### config.mk
export PLATFORM = sky130hd
export DESIGN_NAME = tlr_front
export DESIGN_NICKNAME = d
export VERILOG_FILES = /design/src/design/tlr_pkg.sv /design/src/design/tlr_front.sv
export SDC_FILE = /design/constraint.sdc
export NUM_CORES = 1
export LEC_CHECK = 0
export ABC_AREA = 0
export BUFFER_PORTS_ARGS = -buffer_cell sky130_fd_sc_hd__buf_2
export CORE_ASPECT_RATIO = 1.2
export CORE_MARGIN = 2
export CORE_UTILIZATION = 50
export CTS_BUF_LIST = sky130_fd_sc_hd__clkbuf_2
export CTS_CLUSTER_SIZE = 28
export DETAILED_ROUTE_END_ITERATION = 6
export PLACE_DENSITY = 0.82
export SKIP_CTS_REPAIR_TIMING = 1
export SYNTH_ARGS = -nofsm -noshare
export SYNTH_HDL_FRONTEND = slang
export SYNTH_SLANG_ARGS = --single-unit
### constraint.sdc
create_clock -name clk -period 5.52 [get_ports clk]
set_input_delay 1.104 -clock clk [delete_from_list [all_inputs] [get_ports clk]]
set_output_delay 1.104 -clock clk [all_outputs]
set_load 0.02 [all_outputs]
### src/design/tlr_pkg.sv
// ----------------------------------------------------------------------------
// tlr_pkg
// Shared types and constants for the trie lexeme recogniser: the command
// passed from the front end to the back end, and the result group.
// ----------------------------------------------------------------------------
`default_nettype none

package tlr_pkg;

  localparam int NODES_DEFAULT     = 256;
  localparam int KIND_BITS_DEFAULT = 4;
  localparam int CH_W              = 8;
  localparam int KIND_W            = 4;

  typedef enum logic {
    OP_INSERT = 1'b0,
    OP_DETECT = 1'b1
  } op_t;

  typedef struct packed {
    op_t               op;
    logic [CH_W-1:0]   ch;
    logic              last;
    logic [KIND_W-1:0] kind;
  } cmd_t;

  typedef struct packed {
    logic              done;
    logic              matched;
    logic [KIND_W-1:0] result_kind;
    logic              store_full;
  } res_t;

endpackage

`default_nettype wire

### src/design/tlr_front.sv
// ----------------------------------------------------------------------------
// tlr_front
// Command front end: takes transfers in, packs them into commands and holds
// them in a two-entry queue for the back end.
// ----------------------------------------------------------------------------
`default_nettype none

module tlr_front (
  input  wire logic                      clk,
  input  wire logic                      rst,
  input  wire logic                      start,
  output logic                           busy,
  input  wire logic                      op,
  input  wire logic [tlr_pkg::CH_W-1:0]  ch,
  input  wire logic                      last,
  input  wire logic [tlr_pkg::KIND_W-1:0] kind,
  input  wire logic                      clearing,
  output logic                           q_valid,
  output tlr_pkg::cmd_t                  q_cmd,
  input  wire logic                      q_pop
);

  import tlr_pkg::*;

  cmd_t       slots [2];
  logic       wptr;
  logic       rptr;
  logic [1:0] count;
  logic       push;
  cmd_t       cmd_in;

  always_comb begin
    cmd_in.op   = op ? OP_DETECT : OP_INSERT;
    cmd_in.ch   = ch;
    cmd_in.last = last;
    cmd_in.kind = kind;
  end

  assign busy    = (count == 2'd2) || clearing;
  assign push    = start && !busy;
  assign q_valid = (count != 2'd0);
  assign q_cmd   = slots[rptr];

  always_ff @(posedge clk) begin
    if (rst) begin
      wptr  <= 1'b0;
      rptr  <= 1'b0;
      count <= 2'd0;
    end else begin
      if (push) begin
        slots[wptr] <= cmd_in;
        wptr        <= ~wptr;
      end
      if (q_pop) begin
        rptr <= ~rptr;
      end
      if (push && !q_pop) begin
        count <= count + 2'd1;
      end else if (!push && q_pop) begin
        count <= count - 2'd1;
      end
    end
  end

endmodule

`default_nettype wire

==> impl_metrics.toml <==
[run_status]
outcome = "complete, no violations"

[setup_path]
worstPathArrival_ns = 1.68
cp-start-kind = "register"
required_arrival_time_at_the_worst_endpoint_ns = 4.42
worst-path-max-fanout = 14
worst_setup_path_end_kind = "primary output"
critical_path_class = "reg2out"

[layout]
final_layout_size_suffix_gt1_share_pct = 55.5
nNetsFinal = 129
final_cells = 141
area_delta_synth_final_pct = 19.8
antenna-diode-count = 0
final-seq-area_um2 = 941
final_core_utilization_pct = 64.4
multi_input_area_um2 = 303
layout.filler_cells = 202

[power]
totalPowerFinal_uw = 463
vdd_drop_max_mv = 0.201
power.density_cell_area_nw_per_um2 = 308
leakage_dissipation_uw = 0.000598

[synthesis]
ys_dominant_reg_cell = "sky130_fd_sc_hd__edfxtp_1"
fraction_of_registers_with_async_set_reset_pct = 0
ys_seq_area_share_pct = 75.1
yosys_register_bits = 33
synthTopCellsByCount = "28 x sky130_fd_sc_hd__edfxtp_1, 14 x sky130_fd_sc_hd__mux2_2, 5 x sky130_fd_sc_hd__dfxtp_1"
synth_edf_count = 28
netlist_top_cells_area = "sky130_fd_sc_hd__edfxtp_1 67%, sky130_fd_sc_hd__mux2_2 13%, sky130_fd_sc_hd__dfxtp_1 8.0%, sky130_fd_sc_hd__xor2_1 1.4%, sky130_fd_sc_hd__mux2_4 1.2%"
synthesis.yosys.warnings = 0
syn-num-nets = 90
synth_top_area_cell = "sky130_fd_sc_hd__edfxtp_1"
synthDominantCellAreaShare_pct = 67.1
synth_most_common_cell = "sky130_fd_sc_hd__edfxtp_1"
synthesis.area_um2 = 1250
netlist_instances = 70
synthDistinctLibCells = 21
syn_area_per_cell_um2 = 17.9

[sta]
grt_setup_unrepaired = "no"
totalNegativeSetupSlack_ns = 0
setup_viol = 0
final_max_slew_viols = 0
max_freq_mhz = 359
slew_headroom_pct = 27.8
fin_crit_ns = 2.79
finalHoldViolCount = 0
clock_skew_after_layout_ns = 0.0111
worst_tran_pin_value_ns = 1.08
final.period_utilization_pct = 50.5

[cts]
cts_htree_levels = 2
cts_root_buf = "sky130_fd_sc_hd__clkbuf_2"
cts.clk_slew.worst_paths_ns = 0.15
tritoncts = "built"
cts.path.max_buffers = 2
worstSkewPairLatency_ns = 0.36
clock_sinks = 33
numCtsBuffers = 5

[grt]
grt_overflow = 0
groute.usage.overall_pct = 15.4
largest_net_degree_at_the_start_of_global_routing = 15
number_of_global_route_vias_before_repair = 706
first_pass_grt_wire_length_mm = 3.08
initial_antenna_violation_count = 0

[route]
drc = 0
num_vias = 693
postRouteAntennaNets = 0
routed_via_density = 4.91
drt_pass1_iterations = 4
wire_per_inst_um = 13.5
drt_iter0_drc = 5
detail_route.wirelength_mm = 1.91

[die]
die_width_um = 49.7
floorplan.die_area_um2 = 2920
core_area_um2 = 2330
initial_utilization_pct = 53.8
std_cell_rows = 19
fp.dieH_um = 58.8
design.portCount = 35

[flow_run]
drv.max_cap_violation_count = 0

[min_path]
worst_min_delay_path_class = "reg2reg"

[place]
gp_congestion = 0.539
detailedPlacementHpwl_mm = 1.32
buffers_on_ports = 34
dp_cells = 133
-- worst paths after layout --
kind,startpoint,endpoint,slack (ns),cells past startpoint
max,register,q_cmd[9],2.73,2
min,rptr,register,0.53,2
max reg2reg,count[0],slots[1][5],3.57,3
min reg2reg,rptr,register,0.53,2
-- registers in the layout (all words and copies together), names as in the netlist, named ones only --
register  count
wptr          1
slots        28
count         2
rptr          1
-- worst max-delay path, stage by stage (launching register included) --
cell and delay, ns:
sky130_fd_sc_hd__dfxtp_1 0.75, sky130_fd_sc_hd__mux2_2 0.41, sky130_fd_sc_hd__buf_2 0.16
-- cell type report --
type / instances / area share [%]
multi-input cells: 33 / 20.2
inverters: 2 / 0.500
repair buffers: 34 / 11.3
flip-flops and latches: 33 / 62.7
well taps: 31 / 2.59
clock buffers: 8 / 2.67
-- logic make-up (layout without fill, tap and decap cells) --
group | Yosys count | after routing | synth area share (%)
flops | 33 | 33 | 75.1
mux | 15 | 15 | 13.8
simple gates | 12 | 12 | 5.70
buf+inv | 4 | 44 | 1.50
xor+xnor | 3 | 3 | 2.10
compound gates | 2 | 2 | 0.798
fa+ha+maj | 1 | 1 | 0.999
-- per-layer routing --
metal	wire length [um]	vias up	GRT usage, %
met2	967	27	26.7
met4	51	0	9.52
li1	-	334	-
met1	726	328	14.4
met5	0	-	0
met3	163	4	7.87
-- placed cells by master (no fill, tap or decap) --
master,count
sky130_fd_sc_hd__edfxtp_1,28
sky130_fd_sc_hd__nor3_2,1
sky130_fd_sc_hd__nand2b_1,1
sky130_fd_sc_hd__nand3b_2,1
sky130_fd_sc_hd__nor2b_1,1
sky130_fd_sc_hd__xor2_1,2
sky130_fd_sc_hd__or3_1,1
sky130_fd_sc_hd__xnor2_1,1
sky130_fd_sc_hd__or2_2,1
sky130_fd_sc_hd__buf_2,34
sky130_fd_sc_hd__nor2_1,4
sky130_fd_sc_hd__clkbuf_2,8
sky130_fd_sc_hd__a21oi_1,1
sky130_fd_sc_hd__dfxtp_1,5
sky130_fd_sc_hd__ha_1,1
sky130_fd_sc_hd__nor3b_2,1
sky130_fd_sc_hd__mux2_4,1
sky130_fd_sc_hd__or2b_1,1
sky130_fd_sc_hd__inv_1,2
sky130_fd_sc_hd__mux2_2,14
sky130_fd_sc_hd__o21ai_0,1
-- where the power goes --
part           switching [uW]  total [uW]  internal [uW]
clock                    69.9         107           37.4
sequential               8.95         290            281
combinational            34.1        65.0           30.8
-- stage by stage --
step           hold slack (ns)  setup WS (ns)  cell area, um2
5_1_grt                  0.570           2.61            1500
6_report                 0.527           2.73            1500
3_5_place_dp             0.514           2.75            1460
3_3_place_gp             0.484           2.82            1460
4_1_cts                  0.527           2.69            1500
2_1_floorplan            0.467           2.65            1250
Power figures use the tool's default switching activity.
